## src/rtl/pwmd_pkg.sv

```systemverilog
package pwmd_pkg;

	localparam int unsigned RX_W     = 8;
	localparam int unsigned TDATA_W  = 120;
	localparam int unsigned EVENT_W  = 3;

	localparam logic [31:0] MAX_LEN_RESET = 32'd16777216;
	localparam logic [31:0] HAVE_PAYLOAD  = 32'd4;
	localparam logic [31:0] PIECE_HEADER  = 32'd8;
	// request and cancel carry this many payload bytes; they are skipped by stated length
	localparam logic [31:0] REQ_PAYLOAD   = 32'd12;

	localparam logic [7:0] ID_CHOKE    = 8'd0;
	localparam logic [7:0] ID_UNCHOKE  = 8'd1;
	localparam logic [7:0] ID_LAST_CTL = 8'd3;
	localparam logic [7:0] ID_HAVE     = 8'd4;
	localparam logic [7:0] ID_BITFIELD = 8'd5;
	localparam logic [7:0] ID_PIECE    = 8'd7;

	typedef enum logic [EVENT_W-1:0] {
		EV_KEEPALIVE = 3'd0,
		EV_CTRL_DONE = 3'd1,
		EV_HAVE      = 3'd2,
		EV_BF_BYTE   = 3'd3,
		EV_PIECE_HDR = 3'd4,
		EV_PIECE_BYTE = 3'd5,
		EV_OTHER_DONE = 3'd6,
		EV_ERROR     = 3'd7
	} event_t;

	typedef struct packed {
		event_t      ev;
		logic [7:0]  id;
		logic [31:0] idx;
		logic [31:0] beg;
		logic [31:0] dlen;
		logic [7:0]  db;
		logic        last;
		logic        choked;
	} res_t;

endpackage

```

## src/rtl/pwmd_core.sv

```systemverilog
module pwmd_core (
	input  logic                      clk,
	input  logic                      arst_n,
	input  logic                      beat,
	input  logic [pwmd_pkg::RX_W-1:0] rx_byte,
	input  logic [31:0]               max_len,
	output logic                      res_valid,
	output pwmd_pkg::res_t            res
);

	typedef enum logic [2:0] {
		PH_LEN, PH_ID, PH_HAVE, PH_PHDR, PH_DATA, PH_SKIP, PH_HALT
	} phase_t;

	phase_t      phase_q, phase_d;
	logic [31:0] len_q, len_d;
	logic [31:0] rem_q, rem_d;
	logic [2:0]  cnt_q, cnt_d;
	logic [7:0]  id_q, id_d;
	logic [31:0] word_q, word_d;
	logic [31:0] idx_q, idx_d;
	logic        choked_q, choked_d;

	logic [31:0] len_shift, word_shift, idx_shift, pay, rem_dec;

	assign len_shift  = {len_q[23:0], rx_byte};
	assign word_shift = {word_q[23:0], rx_byte};
	assign idx_shift  = {idx_q[23:0], rx_byte};
	assign pay        = len_q - 32'd1;
	assign rem_dec    = rem_q - 32'd1;

	always_comb begin
		phase_d   = phase_q;
		len_d     = len_q;
		rem_d     = rem_q;
		cnt_d     = cnt_q;
		id_d      = id_q;
		word_d    = word_q;
		idx_d     = idx_q;
		choked_d  = choked_q;
		res_valid = 1'b0;
		res       = '0;
		unique case (phase_q)
			PH_LEN: begin
				len_d = len_shift;
				cnt_d = cnt_q + 3'd1;
				if (cnt_q == 3'd3) begin
					cnt_d = 3'd0;
					if (len_shift == 32'd0) begin
						res_valid = 1'b1;
						res.ev    = pwmd_pkg::EV_KEEPALIVE;
					end else if (len_shift > max_len) begin
						res_valid = 1'b1;
						res.ev    = pwmd_pkg::EV_ERROR;
						phase_d   = PH_HALT;
					end else begin
						phase_d = PH_ID;
					end
				end
			end
			PH_ID: begin
				id_d   = rx_byte;
				len_d  = 32'd0;
				res.id = rx_byte;
				if (rx_byte <= pwmd_pkg::ID_LAST_CTL) begin
					if (rx_byte == pwmd_pkg::ID_CHOKE)   choked_d = 1'b1;
					if (rx_byte == pwmd_pkg::ID_UNCHOKE) choked_d = 1'b0;
					if (pay == 32'd0) begin
						res_valid = 1'b1;
						res.ev    = pwmd_pkg::EV_CTRL_DONE;
						phase_d   = PH_LEN;
					end else begin
						rem_d   = pay;
						phase_d = PH_SKIP;
					end
				end else if (rx_byte == pwmd_pkg::ID_HAVE) begin
					if (pay != pwmd_pkg::HAVE_PAYLOAD) begin
						res_valid = 1'b1;
						res.ev    = pwmd_pkg::EV_ERROR;
						phase_d   = PH_HALT;
					end else begin
						cnt_d   = 3'd0;
						word_d  = 32'd0;
						phase_d = PH_HAVE;
					end
				end else if (rx_byte == pwmd_pkg::ID_BITFIELD) begin
					if (pay == 32'd0) begin
						res_valid = 1'b1;
						res.ev    = pwmd_pkg::EV_OTHER_DONE;
						phase_d   = PH_LEN;
					end else begin
						rem_d   = pay;
						phase_d = PH_DATA;
					end
				end else if (rx_byte == pwmd_pkg::ID_PIECE) begin
					if (pay < pwmd_pkg::PIECE_HEADER) begin
						res_valid = 1'b1;
						res.ev    = pwmd_pkg::EV_ERROR;
						phase_d   = PH_HALT;
					end else begin
						rem_d   = pay - pwmd_pkg::PIECE_HEADER;
						cnt_d   = 3'd0;
						idx_d   = 32'd0;
						word_d  = 32'd0;
						phase_d = PH_PHDR;
					end
				end else begin
					if (pay == 32'd0) begin
						res_valid = 1'b1;
						res.ev    = pwmd_pkg::EV_OTHER_DONE;
						phase_d   = PH_LEN;
					end else begin
						rem_d   = pay;
						phase_d = PH_SKIP;
					end
				end
			end
			PH_HAVE: begin
				word_d = word_shift;
				cnt_d  = cnt_q + 3'd1;
				if (cnt_q == 3'd3) begin
					cnt_d     = 3'd0;
					idx_d     = word_shift;
					phase_d   = PH_LEN;
					res_valid = 1'b1;
					res.ev    = pwmd_pkg::EV_HAVE;
					res.id    = id_q;
					res.idx   = word_shift;
				end
			end
			PH_PHDR: begin
				// first four bytes build the piece index, next four the begin offset
				if (!cnt_q[2]) idx_d = idx_shift;
				else           word_d = word_shift;
				cnt_d = cnt_q + 3'd1;
				if (cnt_q == 3'd7) begin
					phase_d   = (rem_q != 32'd0) ? PH_DATA : PH_LEN;
					res_valid = 1'b1;
					res.ev    = pwmd_pkg::EV_PIECE_HDR;
					res.id    = id_q;
					res.idx   = idx_q;
					res.beg   = word_shift;
					res.dlen  = rem_q;
				end
			end
			PH_DATA: begin
				rem_d = rem_dec;
				if (rem_dec == 32'd0) phase_d = PH_LEN;
				res_valid = 1'b1;
				res.id    = id_q;
				res.dlen  = rem_dec;
				res.db    = rx_byte;
				res.last  = (rem_dec == 32'd0);
				if (id_q == pwmd_pkg::ID_PIECE) begin
					res.ev  = pwmd_pkg::EV_PIECE_BYTE;
					res.idx = idx_q;
					res.beg = word_q;
				end else begin
					res.ev  = pwmd_pkg::EV_BF_BYTE;
				end
			end
			PH_SKIP: begin
				rem_d = rem_dec;
				if (rem_dec == 32'd0) begin
					phase_d   = PH_LEN;
					res_valid = 1'b1;
					res.id    = id_q;
					res.ev    = (id_q <= pwmd_pkg::ID_LAST_CTL) ?
						pwmd_pkg::EV_CTRL_DONE : pwmd_pkg::EV_OTHER_DONE;
				end
			end
			PH_HALT: begin
				phase_d = PH_HALT;
			end
			default: begin
				phase_d = PH_HALT;
			end
		endcase
		res.choked = choked_d;
	end

	always_ff @(posedge clk or negedge arst_n) begin
		if (!arst_n) begin
			phase_q  <= PH_LEN;
			len_q    <= '0;
			rem_q    <= '0;
			cnt_q    <= '0;
			id_q     <= '0;
			word_q   <= '0;
			idx_q    <= '0;
			choked_q <= 1'b1;
		end else if (beat) begin
			phase_q  <= phase_d;
			len_q    <= len_d;
			rem_q    <= rem_d;
			cnt_q    <= cnt_d;
			id_q     <= id_d;
			word_q   <= word_d;
			idx_q    <= idx_d;
			choked_q <= choked_d;
		end
	end

endmodule

```

## src/rtl/peer_wire_message_deframer_unit.sv

```systemverilog
// Peer wire message deframer.
// Slave stream (s_*) carries one received byte per beat. Each message is a
// 4-byte big-endian length, an id byte and its payload. The master stream
// (m_*) carries zero or one result beat per input byte: keepalive, control
// done, have index, bitfield byte, piece header, piece byte, other done, or
// error. m_tuser holds the event code, m_tlast marks the final data byte.
// A result is registered and appears on m_* in the cycle after its byte is accepted.
// Throughput: one byte per cycle; the parser state and the output register
// each take one short step per byte, so nothing limits the rate but the
// receiver. When the receiver stalls with a result held, s_tready follows
// m_tready, so a new byte is still taken in the cycle the held result leaves.
// Reset: parser waits for a length prefix, choked flag set, the largest
// accepted length is 16 MiB, output empty.
// After an error (oversize length, bad have length, short piece) bytes are
// still taken but dropped until reset.
// cfg_wr_en/cfg_wr_data write max_message_length; write only while idle.
module peer_wire_message_deframer_unit (
	input  logic                          clk,
	input  logic                          arst_n,
	input  logic                          cfg_wr_en,
	input  logic [31:0]                   cfg_wr_data,
	input  logic                          s_tvalid,
	output logic                          s_tready,
	input  logic [pwmd_pkg::RX_W-1:0]     s_tdata,   // [7:0] rx_byte
	output logic                          m_tvalid,
	input  logic                          m_tready,
	// [7:0] message_id, [39:8] piece_or_have_index, [71:40] block_begin,
	// [103:72] data_length, [111:104] data_byte, [112] choked_now, rest zero
	output logic [pwmd_pkg::TDATA_W-1:0]  m_tdata,
	output logic [pwmd_pkg::EVENT_W-1:0]  m_tuser,   // [2:0] event_res
	output logic                          m_tlast    // last_byte
);

	logic           beat;
	logic           res_valid;
	pwmd_pkg::res_t res;
	pwmd_pkg::res_t res_s1;
	logic           valid_s1;
	logic [31:0]    max_len_q;

	// Take a byte whenever the output slot is empty or being drained.
	assign s_tready = !valid_s1 || m_tready;
	assign beat     = s_tvalid && s_tready;

	always_ff @(posedge clk or negedge arst_n) begin
		if (!arst_n) begin
			max_len_q <= pwmd_pkg::MAX_LEN_RESET;
		end else if (cfg_wr_en) begin
			max_len_q <= cfg_wr_data;
		end
	end

	pwmd_core u_core (
		.clk       (clk),
		.arst_n    (arst_n),
		.beat      (beat),
		.rx_byte   (s_tdata),
		.max_len   (max_len_q),
		.res_valid (res_valid),
		.res       (res)
	);

	// Output register: load on an accepted byte, clear when drained.
	always_ff @(posedge clk or negedge arst_n) begin
		if (!arst_n) begin
			valid_s1 <= 1'b0;
		end else if (beat) begin
			valid_s1 <= res_valid;
		end else if (m_tready) begin
			valid_s1 <= 1'b0;
		end
	end

	always_ff @(posedge clk) begin
		if (beat && res_valid) begin
			res_s1 <= res;
		end
	end

	assign m_tvalid = valid_s1;
	assign m_tuser  = res_s1.ev;
	assign m_tlast  = res_s1.last;
	assign m_tdata  = {7'd0, res_s1.choked, res_s1.db, res_s1.dlen,
		res_s1.beg, res_s1.idx, res_s1.id};

endmodule
```

## config.mk

```make
export PLATFORM = sky130hd
export DESIGN_NAME = peer_wire_message_deframer_unit
export DESIGN_NICKNAME = d
export VERILOG_FILES = /design/src/rtl/pwmd_pkg.sv /design/src/rtl/pwmd_core.sv /design/src/rtl/peer_wire_message_deframer_unit.sv
export SDC_FILE = /design/constraint.sdc
export NUM_CORES = 1
export LEC_CHECK = 0
export ABC_AREA = 1
export ABC_CLOCK_PERIOD_IN_PS = 23500
export BUFFER_PORTS_ARGS = -buffer_cell sky130_fd_sc_hd__buf_2
export CORE_UTILIZATION = 43
export DETAILED_ROUTE_END_ITERATION = 16
export PLACE_DENSITY = 0.7
export SLEW_MARGIN = 10
export SYNTH_ARGS = -nofsm -noshare
export SYNTH_HDL_FRONTEND = slang
export SYNTH_HIERARCHICAL = 1
export SYNTH_SLANG_ARGS = --single-unit
```

## constraint.sdc

```tcl
create_clock -name clk -period 23.5 [get_ports clk]
set_input_delay 3.525 -clock clk [delete_from_list [all_inputs] [get_ports clk]]
set_output_delay 3.525 -clock clk [all_outputs]
set_load 0.01 [all_outputs]
```

==> metrics <==
compound-gate portion of the synthesized area 0.142; pin count of the biggest net entering global routing 77; Final ANT Viol Nets 0; post-synthesis sequential area ratio 0.454; gr usage total 0.263; share of layout cells above drive strength 1 0.147; DRC violations left 0; fill count 3894; synthesis warning total 6; # diodes 0; Mapped Avg Cell Area 7.77 um2; number of synthesized flops with an enable pin 117; final core occ 0.496; Critical R2R Launch u_core/len_q[0]; Slew Limit Fails 0; total iterations of the first detailed-routing run 5; GRT overflow 0; Worst EP required 19980 ps; Clock Tree Buf Depth 3; setup repair bufs after CTS 0; most used cell, CP buf_2; Slew HR 0.260; synthesis-stage register bit count 293; Fin Setup TNS 0 ps; via count 16.0k; pwr dens 58.9 nW/um2; Clock Skew 26.4 ps; final setup violating endpoints 0; Initial Utilization 0.437; largest family of logic cells by synthesized area simple AND/OR/NAND/NOR gates; total CTS buffers 34; H-Tree Depth 2; CP Class in -> out; mux cell area share after synthesis 0; fin nets 2469; RD Place Congestion 0.966; Maximum Capacitance Violations 0; reg2reg end m_tdata[70]; initial antenna violation count 0; status complete, no violations; CP Capture Type output pin; vias in the first global route 15.4k; Hold Path Sink u_core/choked_q; Startpoint Class input pin; core box area 39900 um2; VDD IR-drop max 0.0408 mV; Leak Pwr 8.97 nW; Netlist cell types 52; crit-path max FO 3; Simple-Gate Fraction of Synth Area 0.265; Area growth syn-to-layout 13.4%; Worst Tran Pin Value 1110 ps; critical-path cell list buf_2 > inv_1 > nand2_1 > buf_2; Post-Route WL 53.9 mm; register area 7920 um2; Port Buf Inserts 163; Synth area leaders dfrtp_1, edfxtp_1, nand2_1; Worst Hold Class reg -> reg; cell count after synthesis 2247; FF-to-FF path depth 22; minimum clock period 7410 ps; Via density 5.48; fmax 135 MHz; clock-pin slew on the worst setup and hold paths 60 ps; hold buffer count at CTS 0; flop2flop setup slack 17730 ps; CTS tree done; root buf cell clkbuf_16; fin crit share 0.316; starting DRC count in detailed routing 1320; RSZ-0062 raised after global routing false; data arrival time of the worst path 3890 ps; Slowest Stage Delay on Critical Path 140 ps; die area 41400 um2; xor/xnor share of the synthesized area 0.0110; top cells by count, synth nand2_1, inv_1, nor2_1; hold depth 2; Synth async-reset ratio 0.601; top_reg_cell synth dfrtp_1; Worst Min Path Start u_core/choked_q; synthesized cell area 17500 um2; Worst path slowest cell buf_2; Resized cells post-CTS 0; Final HPWL DP 39.8 mm; Die H 203 um; first-pass GRT wire length 85.3 mm; later-pin clock latency in the skew report 560 ps; post-synth top area share 0.249; top-count cell post-synth nand2_1; area taken by multi-input logic gates 7920 um2; adder and majority gate portion of the synthesized area 0.0337; Die Width 203 um; clock sinks 293; wire length per cell 18.4 um; # IOs 171; Fin. Hold Viols 0; Cell Rows 73; Yosys top cell by area dfrtp_1
==> cells by family (layout without fill, tap and decap cells) <==
| logic type | after synthesis | in the layout |
|---|---|---|
| compound gates | 423 | 423 |
| flops | 293 | 293 |
| buf+inv | 402 | 552 |
| fa+ha+maj | 47 | 47 |
| xor+xnor | 22 | 22 |
| simple gates | 1059 | 1059 |
| other cells | 1 | 7 |
==> report_power, final <==
| group | switching (mW) | internal [mW] | total [mW] |
|---|---|---|---|
| logic | 0.0400 | 0.0181 | 0.0582 |
| clock network | 0.225 | 0.339 | 0.564 |
| registers | 0.00686 | 0.537 | 0.544 |
==> worst max-delay path, delay by kind of cell <==
family                 cells  cell delay, ps
buffers and inverters      3             290
AND/OR/NAND/NOR            1              70
==> stage by stage <==
step	std cells	setup WS [ps]	power (mW)	instance area, um2	hold WS, ps
2_1_floorplan	2253	13090	0.588	17500	447
3_3_place_gp	2866	16100	0.609	18600	456
3_5_place_dp	2866	16020	0.611	18600	468
4_1_cts	2928	16080	1.18	19800	477
5_1_grt	2928	16060	1.21	19800	507
6_report	2928	16090	1.17	19800	479
==> worst max path at each step <==
stage	start	end	slack (ps)	depth (start not counted)
6_report	m_tready	s_tready	16090	4
5_1_grt	m_tready	s_tready	16060	4
4_1_cts	m_tready	s_tready	16080	4
3_5_place_dp	s_tdata[0]	m_tdata[64]	16020	19
3_3_place_gp	s_tdata[0]	m_tdata[64]	16100	19
2_1_floorplan	s_tdata[3]	m_tdata[0]	13090	14
==> area by class of cell <==
type / count / share of cell area
Tap cell: 525 / 0.0332
Multi-Input combinational cell: 1558 / 0.400
Timing Repair Buffer: 180 / 0.0480
Inverter: 310 / 0.0588
Clock buffer: 38 / 0.0443
Sequential cell: 293 / 0.400
Clock inverter: 24 / 0.0154
==> registers in the layout, indices dropped and copies added (netlist names), 3 cells and up <==
name            flops
m_tdata           113
m_tuser             3
max_len_q          32
u_core/cnt_q        3
u_core/id_q         8
u_core/idx_q       32
u_core/len_q       32
u_core/phase_q      3
u_core/rem_q       32
u_core/word_q      32
==> cell usage in the layout (no fill, tap or decap), drive strengths merged, types with 21 or more instances in the layout <==
| cell | instances |
|---|---|
| o21ai | 233 |
| o22ai | 112 |
| buf | 180 |
| inv | 309 |
| edfxtp | 117 |
| nand4 | 29 |
| dfrtp | 174 |
| clkbuf | 38 |
| nand2 | 588 |
| xor2 | 21 |
| a21oi | 44 |
| ha | 47 |
| nand3 | 166 |
| nor2 | 238 |
==> layer usage <==
| layer | vias to the layer above | global-route usage | routed length, um | share of wire |
|---|---|---|---|---|
| met5 | - | 0 | 0 | 0 |
| met4 | 0 | 0.102 | 1960 | 0.036 |
| met3 | 128 | 0.0428 | 3600 | 0.067 |
| met2 | 630 | 0.441 | 25800 | 0.48 |
| met1 | 7590 | 0.339 | 22600 | 0.42 |
| li1 | 7695 | - | - | - |
Power figures use the tool's default switching activity.
